<file path="src/design/assert_macros.svh">
`ifndef ASSERT_MACROS_SVH
`define ASSERT_MACROS_SVH

// Check a property on every clock edge outside of reset.
`define RPHD_ASSERT(lbl, clk, rstn, prop, msg) \
    lbl: assert property (@(posedge clk) disable iff (!rstn) prop) else $error(msg);

// Check a property on every clock edge, reset included.
`define RPHD_ASSERT_ALWAYS(lbl, clk, prop, msg) \
    lbl: assert property (@(posedge clk) prop) else $error(msg);

`endif

</file>
<file path="src/design/rphd_pkg.sv">
package rphd_pkg;

    localparam int SPEED_W = 16;
    localparam int TICKS_W = 12;
    localparam int CFG_IDX_W = 3;
    localparam int CFG_DATA_W = 16;

    // Elapsed counter value that means no peak is being shown
    localparam logic [SPEED_W-1:0] ELAPSED_IDLE = 16'hFFFF;

    // Configuration register indexes
    localparam logic [CFG_IDX_W-1:0] CFG_FEATURE_ENABLE = 3'd0;
    localparam logic [CFG_IDX_W-1:0] CFG_DISPLAY_TICKS = 3'd1;
    localparam logic [CFG_IDX_W-1:0] CFG_SPEED_THRESHOLD = 3'd2;
    localparam logic [CFG_IDX_W-1:0] CFG_DISPLAY_HYST = 3'd3;
    localparam logic [CFG_IDX_W-1:0] CFG_NOISE_HYST = 3'd4;

    typedef struct packed {
        logic               feature_enable;
        logic [TICKS_W-1:0] display_ticks;
        logic [SPEED_W-1:0] speed_threshold;
        logic [SPEED_W-1:0] display_hysteresis;
        logic [SPEED_W-1:0] noise_hysteresis;
    } cfg_t;

    // History memory control from the sequencer
    typedef struct packed {
        logic wr_en;
        logic rd_en;
        logic clr_all;
    } mem_ctl_t;

endpackage

</file>
<file path="src/design/rphd_hist_mem.sv">
module rphd_hist_mem
    import rphd_pkg::*;
#(
    parameter int DEPTH = 26,
    localparam int AW = $clog2(DEPTH)
) (
    input  logic               aclk,
    input  logic               aresetn,
    input  mem_ctl_t           ctl,
    input  logic [AW-1:0]      waddr,
    input  logic [SPEED_W-1:0] wdata,
    input  logic [AW-1:0]      raddr,
    output logic [SPEED_W-1:0] rd_val
);

    logic [SPEED_W-1:0] mem [DEPTH];
    logic [DEPTH-1:0]   vld_reg;
    logic [SPEED_W-1:0] rd_data_reg;
    logic               rd_vld_reg;

    // Store the beat sample
    always_ff @(posedge aclk) begin
        if (ctl.wr_en) begin
            mem[waddr] <= wdata;
        end
    end

    // Track written entries; a cleared entry reads as zero
    always_ff @(posedge aclk) begin
        if (!aresetn || ctl.clr_all) begin
            vld_reg <= '0;
        end else if (ctl.wr_en) begin
            vld_reg[waddr] <= 1'b1;
        end
    end

    // Registered read port
    always_ff @(posedge aclk) begin
        if (ctl.rd_en) begin
            rd_data_reg <= mem[raddr];
            rd_vld_reg  <= vld_reg[raddr];
        end
    end

    assign rd_val = rd_vld_reg ? rd_data_reg : '0;

endmodule

</file>
<file path="src/design/rphd_ctrl.sv">
module rphd_ctrl
    import rphd_pkg::*;
#(
    parameter int DEPTH = 26,
    localparam int AW = $clog2(DEPTH)
) (
    input  logic               aclk,
    input  logic               aresetn,
    input  cfg_t               cfg,
    input  logic               in_valid,
    output logic               in_ready,
    input  logic               in_ignition,
    input  logic               in_invalid,
    input  logic [SPEED_W-1:0] in_speed,
    output logic               out_valid,
    input  logic               out_ready,
    output logic               out_shown,
    output logic [SPEED_W-1:0] out_speed
);

    localparam logic [3:0] ST_IDLE     = 4'd0;
    localparam logic [3:0] ST_START    = 4'd1;
    localparam logic [3:0] ST_DECIDE   = 4'd2;
    localparam logic [3:0] ST_SCAN_PK  = 4'd3;
    localparam logic [3:0] ST_PK_WAIT  = 4'd4;
    localparam logic [3:0] ST_BOT_INIT = 4'd5;
    localparam logic [3:0] ST_SCAN_BOT = 4'd6;
    localparam logic [3:0] ST_BOT_WAIT = 4'd7;
    localparam logic [3:0] ST_FINISH   = 4'd8;
    localparam logic [3:0] ST_EMIT     = 4'd9;

    localparam logic [AW-1:0] LAST_SLOT = AW'(DEPTH - 1);
    localparam logic [AW:0]   DEPTH_W   = (AW + 1)'(DEPTH);

    logic [3:0]         state_reg, state_next;
    logic [SPEED_W-1:0] sample_reg, sample_next;
    logic               clr_reg, clr_next;
    logic [AW-1:0]      newest_reg, newest_next;
    logic [AW-1:0]      peak_slot_reg, peak_slot_next;
    logic [SPEED_W-1:0] peak_val_reg, peak_val_next;
    logic [SPEED_W-1:0] bottom_reg, bottom_next;
    logic [SPEED_W-1:0] elapsed_reg, elapsed_next;
    logic [SPEED_W-1:0] shown_reg, shown_next;
    logic [AW-1:0]      idx_reg, idx_next;
    logic [AW-1:0]      cnt_reg, cnt_next;
    logic               cmp_vld_reg, cmp_vld_next;
    logic               cmp_bot_reg, cmp_bot_next;
    logic [AW-1:0]      cmp_idx_reg, cmp_idx_next;
    logic               out_valid_reg, out_valid_next;
    logic               out_shown_reg, out_shown_next;
    logic [SPEED_W-1:0] out_speed_reg, out_speed_next;

    mem_ctl_t           mem_ctl;
    logic [AW-1:0]      mem_raddr;
    logic [SPEED_W-1:0] rd_val;

    logic [AW-1:0]      base_slot;
    logic [AW:0]        span;
    logic [SPEED_W-1:0] elapsed_inc;
    logic [SPEED_W:0]   drop_diff;
    logic [SPEED_W:0]   rise_diff;
    logic               show_ok;
    logic               in_window;

    rphd_hist_mem #(.DEPTH(DEPTH)) u_hist (
        .aclk    (aclk),
        .aresetn (aresetn),
        .ctl     (mem_ctl),
        .waddr   (newest_reg),
        .wdata   (sample_reg),
        .raddr   (mem_raddr),
        .rd_val  (rd_val)
    );

    assign in_ready  = (state_reg == ST_IDLE);
    assign out_valid = out_valid_reg;
    assign out_shown = out_shown_reg;
    assign out_speed = out_speed_reg;

    // Bottom scan runs from the oldest entry up to the peak
    always_comb begin
        base_slot = (newest_reg == LAST_SLOT) ? '0 : newest_reg + 1'b1;
        if (peak_slot_reg >= base_slot) begin
            span = {1'b0, peak_slot_reg} - {1'b0, base_slot};
        end else begin
            span = DEPTH_W - {1'b0, base_slot} + {1'b0, peak_slot_reg};
        end
    end

    // Display decision; differences are signed
    always_comb begin
        elapsed_inc = (elapsed_reg != ELAPSED_IDLE) ? elapsed_reg + 1'b1 : elapsed_reg;
        in_window   = (elapsed_inc <= {4'd0, cfg.display_ticks});
        drop_diff   = {1'b0, peak_val_reg} - {1'b0, sample_reg};
        rise_diff   = {1'b0, peak_val_reg} - {1'b0, bottom_reg};
        show_ok     = (sample_reg >= cfg.speed_threshold)
                   && !drop_diff[SPEED_W] && (drop_diff[SPEED_W-1:0] >= cfg.display_hysteresis)
                   && !rise_diff[SPEED_W] && (rise_diff[SPEED_W-1:0] >= cfg.noise_hysteresis);
    end

    // Sequencer
    always_comb begin
        state_next     = state_reg;
        sample_next    = sample_reg;
        clr_next       = clr_reg;
        newest_next    = newest_reg;
        peak_slot_next = peak_slot_reg;
        peak_val_next  = peak_val_reg;
        bottom_next    = bottom_reg;
        elapsed_next   = elapsed_reg;
        shown_next     = shown_reg;
        idx_next       = idx_reg;
        cnt_next       = cnt_reg;
        cmp_vld_next   = 1'b0;
        cmp_bot_next   = cmp_bot_reg;
        cmp_idx_next   = idx_reg;
        out_valid_next = out_valid_reg && !out_ready;
        out_shown_next = out_shown_reg;
        out_speed_next = out_speed_reg;
        mem_ctl        = '0;
        mem_raddr      = idx_reg;

        // Fold in the read that was issued last cycle
        if (cmp_vld_reg) begin
            if (cmp_bot_reg) begin
                if (rd_val < bottom_reg) begin
                    bottom_next = rd_val;
                end
            end else if (rd_val >= peak_val_reg) begin
                peak_val_next  = rd_val;
                peak_slot_next = cmp_idx_reg;
            end
        end

        unique case (state_reg)
            ST_IDLE: begin
                if (in_valid) begin
                    sample_next = in_invalid ? '0 : in_speed;
                    clr_next    = !in_ignition || !cfg.feature_enable;
                    state_next  = ST_START;
                end
            end
            ST_START: begin
                if (clr_reg) begin
                    mem_ctl.clr_all = 1'b1;
                    newest_next     = '0;
                    peak_slot_next  = '0;
                    bottom_next     = '0;
                    elapsed_next    = ELAPSED_IDLE;
                    shown_next      = '0;
                    state_next      = ST_EMIT;
                end else begin
                    mem_ctl.rd_en = 1'b1;
                    mem_raddr     = peak_slot_reg;
                    state_next    = ST_DECIDE;
                end
            end
            ST_DECIDE: begin
                // Old peak is on the read port; store the sample
                mem_ctl.wr_en = 1'b1;
                if ((sample_reg > rd_val) || (newest_reg == peak_slot_reg)) begin
                    peak_val_next = '0;
                    idx_next      = '0;
                    state_next    = ST_SCAN_PK;
                end else begin
                    peak_val_next = rd_val;
                    state_next    = ST_FINISH;
                end
            end
            ST_SCAN_PK: begin
                mem_ctl.rd_en = 1'b1;
                cmp_vld_next  = 1'b1;
                cmp_bot_next  = 1'b0;
                idx_next      = idx_reg + 1'b1;
                if (idx_reg == LAST_SLOT) begin
                    state_next = ST_PK_WAIT;
                end
            end
            ST_PK_WAIT: begin
                state_next = ST_BOT_INIT;
            end
            ST_BOT_INIT: begin
                idx_next = base_slot;
                cnt_next = span[AW-1:0];
                state_next = (span == '0) ? ST_FINISH : ST_SCAN_BOT;
            end
            ST_SCAN_BOT: begin
                mem_ctl.rd_en = 1'b1;
                cmp_vld_next  = 1'b1;
                cmp_bot_next  = 1'b1;
                idx_next      = (idx_reg == LAST_SLOT) ? '0 : idx_reg + 1'b1;
                cnt_next      = cnt_reg - 1'b1;
                if (cnt_reg == AW'(1)) begin
                    state_next = ST_BOT_WAIT;
                end
            end
            ST_BOT_WAIT: begin
                state_next = ST_FINISH;
            end
            ST_FINISH: begin
                priority if (in_window) begin
                    if (sample_reg > shown_reg) begin
                        elapsed_next = ELAPSED_IDLE;
                        shown_next   = '0;
                    end else begin
                        elapsed_next = elapsed_inc;
                    end
                end else if (show_ok) begin
                    elapsed_next = '0;
                    shown_next   = peak_val_reg;
                    bottom_next  = peak_val_reg;
                end else begin
                    elapsed_next = elapsed_inc;
                    shown_next   = '0;
                end
                newest_next = (newest_reg == LAST_SLOT) ? '0 : newest_reg + 1'b1;
                state_next  = ST_EMIT;
            end
            ST_EMIT: begin
                // Hold until the output register is free
                if (!out_valid_reg || out_ready) begin
                    out_valid_next = 1'b1;
                    out_shown_next = (elapsed_reg <= {4'd0, cfg.display_ticks});
                    out_speed_next = out_shown_next ? shown_reg : '0;
                    state_next     = ST_IDLE;
                end
            end
            default: begin
                state_next = ST_IDLE;
            end
        endcase
    end

    // Control and block state
    always_ff @(posedge aclk) begin
        if (!aresetn) begin
            state_reg     <= ST_IDLE;
            newest_reg    <= '0;
            peak_slot_reg <= '0;
            bottom_reg    <= '0;
            elapsed_reg   <= ELAPSED_IDLE;
            shown_reg     <= '0;
            cmp_vld_reg   <= 1'b0;
            out_valid_reg <= 1'b0;
        end else begin
            state_reg     <= state_next;
            newest_reg    <= newest_next;
            peak_slot_reg <= peak_slot_next;
            bottom_reg    <= bottom_next;
            elapsed_reg   <= elapsed_next;
            shown_reg     <= shown_next;
            cmp_vld_reg   <= cmp_vld_next;
            out_valid_reg <= out_valid_next;
        end
    end

    // Working payload
    always_ff @(posedge aclk) begin
        sample_reg    <= sample_next;
        clr_reg       <= clr_next;
        peak_val_reg  <= peak_val_next;
        idx_reg       <= idx_next;
        cnt_reg       <= cnt_next;
        cmp_bot_reg   <= cmp_bot_next;
        cmp_idx_reg   <= cmp_idx_next;
        out_shown_reg <= out_shown_next;
        out_speed_reg <= out_speed_next;
    end

endmodule

</file>
<file path="src/design/rpm_peak_hold_detector_core.sv">
// Engine speed peak-hold detector. Each input beat is one 20 ms tick and
// yields exactly one output beat (peak shown flag in m_tuser, peak speed in
// m_tdata). The speed history lives in a single-port-read memory of
// HISTORY_DEPTH entries with a registered read port, so a tick that forces
// a peak rescan walks the whole history for the maximum and then walks from
// the oldest entry up to the peak for the bottom. A tick with ignition off or
// the feature disabled clears all history at once. One tick is processed at
// a time; a finished result may wait in the output register while the next
// tick is accepted. Configuration writes are only allowed while the block is
// idle; the user must keep to this, as the block itself does not enforce it.
`include "assert_macros.svh"

module rpm_peak_hold_detector_core
    import rphd_pkg::*;
#(
    parameter int HISTORY_DEPTH = 26
) (
    input  logic                  aclk,
    input  logic                  aresetn,
    // Configuration write port
    input  logic                  cfg_wr_en,
    input  logic [CFG_IDX_W-1:0]  cfg_index,
    input  logic [CFG_DATA_W-1:0] cfg_wdata,
    // Tick input
    input  logic                  s_tvalid,
    output logic                  s_tready,
    input  logic [23:0]           s_tdata,   // [0] ignition_on, [16:1] engine_speed
    input  logic                  s_tuser,   // [0] sample_invalid
    // Result output
    output logic                  m_tvalid,
    input  logic                  m_tready,
    output logic [15:0]           m_tdata,   // [15:0] peak_speed
    output logic                  m_tuser    // [0] peak_shown
);

    cfg_t cfg_reg;

    // Register writes; unknown indexes are dropped
    always_ff @(posedge aclk) begin
        if (!aresetn) begin
            cfg_reg.feature_enable     <= 1'b0;
            cfg_reg.display_ticks      <= '0;
            cfg_reg.speed_threshold    <= '1;
            cfg_reg.display_hysteresis <= '1;
            cfg_reg.noise_hysteresis   <= '1;
        end else if (cfg_wr_en) begin
            unique case (cfg_index)
                CFG_FEATURE_ENABLE:  cfg_reg.feature_enable     <= cfg_wdata[0];
                CFG_DISPLAY_TICKS:   cfg_reg.display_ticks      <= cfg_wdata[TICKS_W-1:0];
                CFG_SPEED_THRESHOLD: cfg_reg.speed_threshold    <= cfg_wdata;
                CFG_DISPLAY_HYST:    cfg_reg.display_hysteresis <= cfg_wdata;
                CFG_NOISE_HYST:      cfg_reg.noise_hysteresis   <= cfg_wdata;
                default: ;
            endcase
        end
    end

    rphd_ctrl #(.DEPTH(HISTORY_DEPTH)) u_ctrl (
        .aclk        (aclk),
        .aresetn     (aresetn),
        .cfg         (cfg_reg),
        .in_valid    (s_tvalid),
        .in_ready    (s_tready),
        .in_ignition (s_tdata[0]),
        .in_invalid  (s_tuser),
        .in_speed    (s_tdata[16:1]),
        .out_valid   (m_tvalid),
        .out_ready   (m_tready),
        .out_shown   (m_tuser),
        .out_speed   (m_tdata)
    );

    `RPHD_ASSERT(a_one_beat_in_flight, aclk, aresetn, (s_tvalid && s_tready) |=> !s_tready, "second tick accepted while busy")
    `RPHD_ASSERT(a_disabled_not_shown, aclk, aresetn, (m_tvalid && !cfg_reg.feature_enable) |-> (!m_tuser && (m_tdata == '0)), "peak shown while feature disabled")
    `RPHD_ASSERT_ALWAYS(a_reset_no_result, aclk, !aresetn |=> !m_tvalid, "result valid after reset")

endmodule
</file>
<file path="config.mk">
export PLATFORM = sky130hd
export DESIGN_NAME = rpm_peak_hold_detector_core
export DESIGN_NICKNAME = d
export VERILOG_FILES = /design/src/design/rphd_pkg.sv /design/src/design/rphd_hist_mem.sv /design/src/design/rphd_ctrl.sv /design/src/design/rpm_peak_hold_detector_core.sv
export VERILOG_INCLUDE_DIRS = /design/src /design/src/design
export SDC_FILE = /design/constraint.sdc
export NUM_CORES = 1
export LEC_CHECK = 0
export ABC_AREA = 1
export ABC_CLOCK_PERIOD_IN_PS = 6300
export BUFFER_PORTS_ARGS = -buffer_cell sky130_fd_sc_hd__buf_4
export CORE_UTILIZATION = 47
export DETAILED_ROUTE_END_ITERATION = 8
export PLACE_DENSITY = 0.7
export REMOVE_ABC_BUFFERS = 1
export SLEW_MARGIN = 15
export SYNTH_ARGS = -nofsm -noshare
export SYNTH_HDL_FRONTEND = slang
export SYNTH_SLANG_ARGS = --single-unit
</file>
<file path="constraint.sdc">
create_clock -name aclk -period 6.3 [get_ports aclk]
set_input_delay 1.26 -clock aclk [delete_from_list [all_inputs] [get_ports aclk]]
set_output_delay 1.26 -clock aclk [all_outputs]
set_load 0.02 [all_outputs]
</file>
==> results.md, run 1 <==
- Outcome: completed
- CTS buffer count: 68
- F_max: approximately 0.20 GHz
- Critical Path Source Type: register
- Reg area: approximately 0.018 sq mm
- Core area: 0.0649 sq mm
- Max FFs per register: 416
- Die area: 0.0671 sq mm
- Tightest Pin Transition: between 1000 and 1500 ps
- Netlist cell types: 51
- Antenna-violating nets left: 0
- Seq cells post-synth: 650
- Port bufs: 60
- CTS Hold Bufs: 0
- Layout cells sized above 1: 0.0791
- Multi-input combinational cell area: 0.0114 sq mm
- Total Routing Usage GR: 0.240
- Avg WL per Cell: 19.9 microns
- Top cell type's share of synthesized area: 0.478
- Normalized max-slew margin: 0.200
- Synth Area in Compound Gates: 0.145
- Number of core rows: slightly above 90
- CP Data Arrival Time: 5600 ps
- Fin crit share: 0.804
- Maxcap violations: 0
- Post-DP HPWL: 50.1 mm
- Post-Route WL: 80.5 mm
- Filler cells: 5669
- HP Class: register to register
- Async SR Flop Fraction: 0
- Clock Latency Late Sink: 620 ps
- CP endpoint kind: register
- Lkg Pwr: ~14 nW
- Worst Hold Slack: about 460 ps
- Area Growth Syn to Fin: 11.8%
- First-pass GRT wire length: 123 mm
- Crit path max fanout: 30
- IO Pins: 68
- Main synth FF type: edfxtp_1
- Drt first pass iters: 8
- Setup Buffers After CTS: 0
- Synth Area in Adders: 0.0789
- Fin nets: 3388
- Clock transition at path regs: 60 ps
- Die Ht: roughly 260 microns
- Final Hold Vio Count: 0
- Top cells by area, synth: edfxtp_1 (48%), dfxtp_1 (10%), ha_1 (7.6%), o21ai_0 (5.6%), nor2_1 (5.1%)
- Critical path data required time: 6830 ps
- Largest family of logic cells by synthesized area: compound AO/OA/AOI/OAI gates
- Drt initial violations: between 2k and 2.5k
- Overflow left after global routing: 0
- Post-cts sizing count: 0
- Vias: 22.8k
- RSZ-0062 raised after global routing: false
- Clock skew: 14.4 ps
- Chip width: 259 microns
- VDD IR max: 0.248 mV
- Clock Sinks: 650
- Vias per cell: between 5 and 6
- Synth warn: 0
- GPL Wtd Cong: 0.932
- PwrDens: around 300 mW/mm^2
- Post-synthesis mux area share: 0.000322
- # H-tree levels: 3
- CTS tree: yes
- Slew Limit Fails: 0
- Initial Util: 0.478
- Diode count: 0
- Sequential area share after synthesis: 0.578
- XOR/XNOR Fraction of Synth Area: 0.0135
- Clock Tree Root: clkbuf_16
- Final Util: 0.535
- Fin crit period: 5060 ps
- Number of enable flip-flop cells after synthesis: 494
- Netlist Area Pre-Place: 0.0311 sq mm
- Post-synthesis simple-gate area fraction: 0.126
- Final setup margin: between 1000 and 1500 ps
- Vias in the first global route: 21.5k
- Syn Area/Cell: around 10 sq um
- Path type of the worst setup path: register to register
- Yosys top cell by area: edfxtp_1
- DR DRC count: 0
- Initial antenna violation count: 1
- Synthesized instance count: slightly above 3k
- Pre-CTS setup slack: 1370 ps
- Largest net degree at the start of global routing: 160
- Clock tree buffer depth: 3
- Final setup viols: 0
## metal layers
layer | GRT usage | part of all wire | wire length [microns]
met5 | 0 | 0 | 0
met4 | 0.100 | 0.035 | 2800
met2 | 0.386 | 0.46 | 37300
met3 | 0.0302 | 0.067 | 5360
met1 | 0.328 | 0.44 | 35100
## report_power, final
group	internal [W]	leakage [nW]	switching (W)	total (W)
Combinational	0.000448	6.76	0.00101	0.00145
Sequential	0.00472	5.76	0.0000572	0.00478
Clock	0.00235	1.10	0.00172	0.00407
## layout by cell type (no fill, tap or decap), types with 19 or more instances in the layout
cell type,netlist,layout
o211ai_1,61,61
xor2_1,29,29
nor3_1,28,26
o21ai_0,349,348
nand3_1,97,97
nor2_1,426,415
dfxtp_1,156,156
a21oi_1,190,189
xnor2_1,19,19
nand2_1,368,368
o221ai_1,59,59
edfxtp_1,494,494
ha_1,188,188
clkbuf_16,0,69
o22ai_1,46,46
o21ai_1,31,30
clkbuf_1,114,19
buf_4,4,111
inv_1,317,316
## kinds of logic (layout without fill, tap and decap cells)
logic type,Yosys count,count (layout)
buffers and inverters,460,559
flip-flops,650,650
AO/OA/AOI/OAI,787,787
multiplexers,1,1
adder cells (fa/ha/maj),193,193
AND/OR/NAND/NOR,962,962
XOR/XNOR,48,48
## path summary, 6_finish.rpt
| path | depth (start not counted) | slack (ps) | from | endpoint |
|---|---|---|---|---|
| worst min register to register | 2 | 460 | u_ctrl.u_hist.vld_reg[14]$_SDFFE_PP0P_ | u_ctrl.u_hist.vld_reg[14]$_SDFFE_PP0P_ |
| worst max-delay path | 24 | 1240 | u_ctrl.sample_reg[2]$_SDFFCE_PP0P_ | u_ctrl.bottom_reg[7]$_SDFF_PN0_ |
| worst min-delay path | 2 | 460 | u_ctrl.u_hist.vld_reg[14]$_SDFFE_PP0P_ | u_ctrl.u_hist.vld_reg[14]$_SDFFE_PP0P_ |
| worst max register to register | 24 | 1240 | u_ctrl.sample_reg[2]$_SDFFCE_PP0P_ | u_ctrl.bottom_reg[7]$_SDFF_PN0_ |
## critical path, cell delays in order, from the launching register on
cell	delay, ps
edfxtp_1	340
buf_4	390
inv_1	90
ha_1	360
inv_1	70
nor4_1	270
nor2_1	110
o21ai_0	420
a21boi_0	240
o21ai_0	310
nand2_1	80
nand2_1	80
xor2_1	140
inv_1	60
ha_1	290
nand3_1	110
nor3_1	260
nand3_1	110
nand3_1	160
nand4_4	170
nor2_4	230
nand2_4	110
inv_4	260
nand2_1	130
a21oi_1	160
## through the flow
stage / cells / cell area, sq um / setup TNS [ps] / total power (W)
3_5_place_dp: 3931 / 32500 / 0 / 0.00630
2_1_floorplan: 2964 / 30500 / -5600 / 0.00583
6_report: 4055 / 34700 / 0 / 0.0103
3_3_place_gp: 3931 / 32500 / 0 / 0.00627
4_1_cts: 4055 / 34700 / 0 / 0.0103
5_1_grt: 4055 / 34700 / 0 / 0.0107
## cells in the mapped netlist (3+ instances only)
library cell and number:
edfxtp_1 494, nor2_1 426, nand2_1 368, o21ai_0 349
inv_1 317, a21oi_1 190, ha_1 188, dfxtp_1 156
clkbuf_1 114, nand3_1 97, o211ai_1 61, o221ai_1 59
o22ai_1 46, o21ai_1 31, xor2_1 29, nor3_1 28
xnor2_1 19, nand4_1 16, buf_2 14, o21bai_1 11
o21a_1 9, a31oi_1 7, a21o_1 6, nand2_2 6
fa_1 5, buf_4 4, inv_2 4, nor2_2 4
o31ai_1 4, a21boi_0 3, a221oi_1 3, nand2_4 3
nand3b_1 3, nor4_1 3
## final cells by class
cell class,count,share of cell area
multi-input cells,1991,0.328
flip-flops and latches,650,0.517
clock buffers,92,0.0533
inverters,323,0.0351
well taps,855,0.0308
clock inverters,32,0.0111
repair buffers,112,0.0246
(Power assumes the default switching activity.)
==> inputs of run 2 (changes only) <==
ABC_CLOCK_PERIOD_IN_PS = 4800   (was 6300)
clock period = 4.8 ns   (was 6.3 ns; I/O delays follow)
==> run 2 against run 1 <==
Cell count increased by 0.25%. Critical path depth decreased by 2. Clock skew increased by 23 ps. Register-to-register slack worse by 750 ps. Clock power grew 29%. Worst setup slack got worse by 750 ps. Sequential power increased by 31%. Global-route usage is 0.59 points higher. First-iteration DRC count up 3.1%. Combinational power is 33% higher. Sequential cell count stayed put. Die area unchanged.
==> results.md, run 2 (synthesis gave the netlist of run 1 again) <==
- Lkg Pwr: 13.7 nW
- Port bufs: 60
- Final Hold Vio Count: 0
- Clock transition at path regs: 60 ps
- Tightest Pin Transition: 1180 ps
- Crit path max-delay family: simple AND/OR/NAND/NOR gates
- Filler cells: 5647
- Clock Latency Late Sink: 640 ps
- VDD IR max: roughly 0.32 mV
- Vias per cell: 5.67
- Area Growth Syn to Fin: 12.2%
- Maxcap violations: 0
- Most frequent cells in the layout: edfxtp_1 (494), nor2_1 (415), nand2_1 (368), o21ai_0 (347), inv_1 (316)
- Setup Buffers After CTS: 0
- IO Pins: roughly 70
- Die area: 0.0671 sq mm
- Worst path buffer plus inverter count: 2
- PwrDens: 386 mW/mm^2
- Met2 Use GR: 0.395
- Core area: 0.0649 sq mm
- Avg WL per Cell: 20.3 microns
- CTS tree: yes
- Total Routing Usage GR: 0.246
- Vias in the first global route: 21.6k
- Fin nets: about 3.4k
- Diode count: 0
- Fin crit period: 4310 ps
- HP Class: register to register
- Antenna-violating nets left: 0
- CP Data Arrival Time: 4850 ps
- Drt initial violations: 2426
- Clock Sinks: 650
- CTS buffer count: 68
- First-pass GRT wire length: 126 mm
- Clock tree buffer depth: 3
- Final Util: 0.537
- CP endpoint kind: register
- RSZ-0062 raised after global routing: false
- Crit path max fanout: 23
- FF-to-FF path depth: 22
- GPL Wtd Cong: 0.903
- Vias: 23.0k
- Initial Util: 0.478
- Gr busiest metal: met2
- Tot Pwr: 0.0135 W
- Drt first pass iters: 6
- Clock skew: 37.2 ps
- Initial antenna violation count: 1
- Hold Crit Depth: 0
- Fin crit share: 0.898
- Critical path cell sequence: ha_1 > nand2_1 > nor3_1 > a21oi_1 > o21ai_0 > a21boi_0 > o21ai_0 > nand2_1 > nand2_1 > xor2_1 > inv_1 > ha_1 > nand4_1 > nor2_1 > nand3_1 > nand3_1 > nand4_4 > nor2_4 > nand2_4 > inv_6 > nand2_1 > a21oi_1
- F_max: 0.232 GHz
- Critical Path Source Type: register
- Slew Limit Fails: 0
- CP peak stage delay: roughly 510 ps
- Met3 Use GR: 0.0431
- Die Ht: 259 microns
- Commonest non-fill, non-tap cell in the layout: edfxtp_1
- Number of core rows: 93
- Clock Tree Root: clkbuf_16
- Grt met1 use: 0.333
- CP most frequent cell: nand2_1
- Largest net degree at the start of global routing: 100
- DR DRC count: 0
- Chip width: 259 microns
- Final setup viols: 0
- Outcome: completed
- Critical path data required time: between 5000 and 6000 ps
- Overflow left after global routing: 0
- Max FFs per register: 416
- Post-DP HPWL: 51.7 mm
- Crit. path cell count: 22
- Normalized max-slew margin: 0.215
- Path type of the worst setup path: register to register
- Post-Route WL: 82.5 mm
- # H-tree levels: 3
- Layout cells sized above 1: 0.0841
- CP max-delay cell: edfxtp_1
==> run 2: cell count changes in the layout (fill, tap and decap cells not counted), sizes merged <==
cell / delta
buf: +12
inv: -5
bufinv: -4
clkinv: +3
clkbuf: +2
clkinvlp: +2
==> run 2: path summary, 6_finish.rpt <==
check	slack, ps	startpoint	to
max	490	u_ctrl.peak_val_reg[4]$_DFFE_PP_	u_ctrl.bottom_reg[8]$_SDFF_PN0_
min	460	u_ctrl.cmp_idx_next[4]$_DFFE_PP_	u_ctrl.cmp_idx_reg[4]$_DFF_P_
max reg2reg	490	u_ctrl.peak_val_reg[4]$_DFFE_PP_	u_ctrl.bottom_reg[8]$_SDFF_PN0_
min reg2reg	460	u_ctrl.cmp_idx_next[4]$_DFFE_PP_	u_ctrl.cmp_idx_reg[4]$_DFF_P_
==> run 2: per-stage QoR <==
| stage | area [sq um] | setup TNS (ps) | setup slack, ps | hold WS, ps | cells |
|---|---|---|---|---|---|
| 2_1_floorplan | 30500 | -31100 | -1870 | 410 | 2964 |
| 3_3_place_gp | 32600 | 0 | 441 | 445 | 3943 |
| 3_5_place_dp | 32600 | 0 | 417 | 444 | 3943 |
| 4_1_cts | 34900 | 0 | 376 | 457 | 4065 |
| 5_1_grt | 34900 | 0 | 4.86 | 480 | 4065 |
| 6_report | 34900 | 0 | 490 | 459 | 4065 |
==> run 2: final cells by class <==
cell class / count / area, sq um / area share
clock inverter: 28 / 280 / 0.00804
sequential: 650 / 18000 / 0.515
clock buffer: 94 / 1960 / 0.0563
timing repair buffer: 124 / 968 / 0.0278
inverter: 323 / 1220 / 0.0351
multi-input combinational: 1991 / 11400 / 0.327
tap: 855 / 1070 / 0.0307
==> run 2: timing repair <==
| action | 4_1_cts | 5_1_grt |
|---|---|---|
| setup endpoints to repair | 0 | 30 |
| gates resized for setup | 0 | 2 |
| hold buffers | 0 | 0 |
==> run 2: routing by layer <==
layer | wire (microns) | vias to the layer above
li1 | - | 11000
met1 | 34800 | 11000
met2 | 38200 | 918
met3 | 6770 | 171
met4 | 2750 | 0
met5 | 0 | -
==> run 2: power by group <==
group	leakage [nW]	switching [W]	internal, W
Clock	1.09	0.00227	0.00300
Combinational	6.83	0.00133	0.000599
Sequential	5.76	0.0000721	0.00619
Total	13.7	0.00367	0.00980
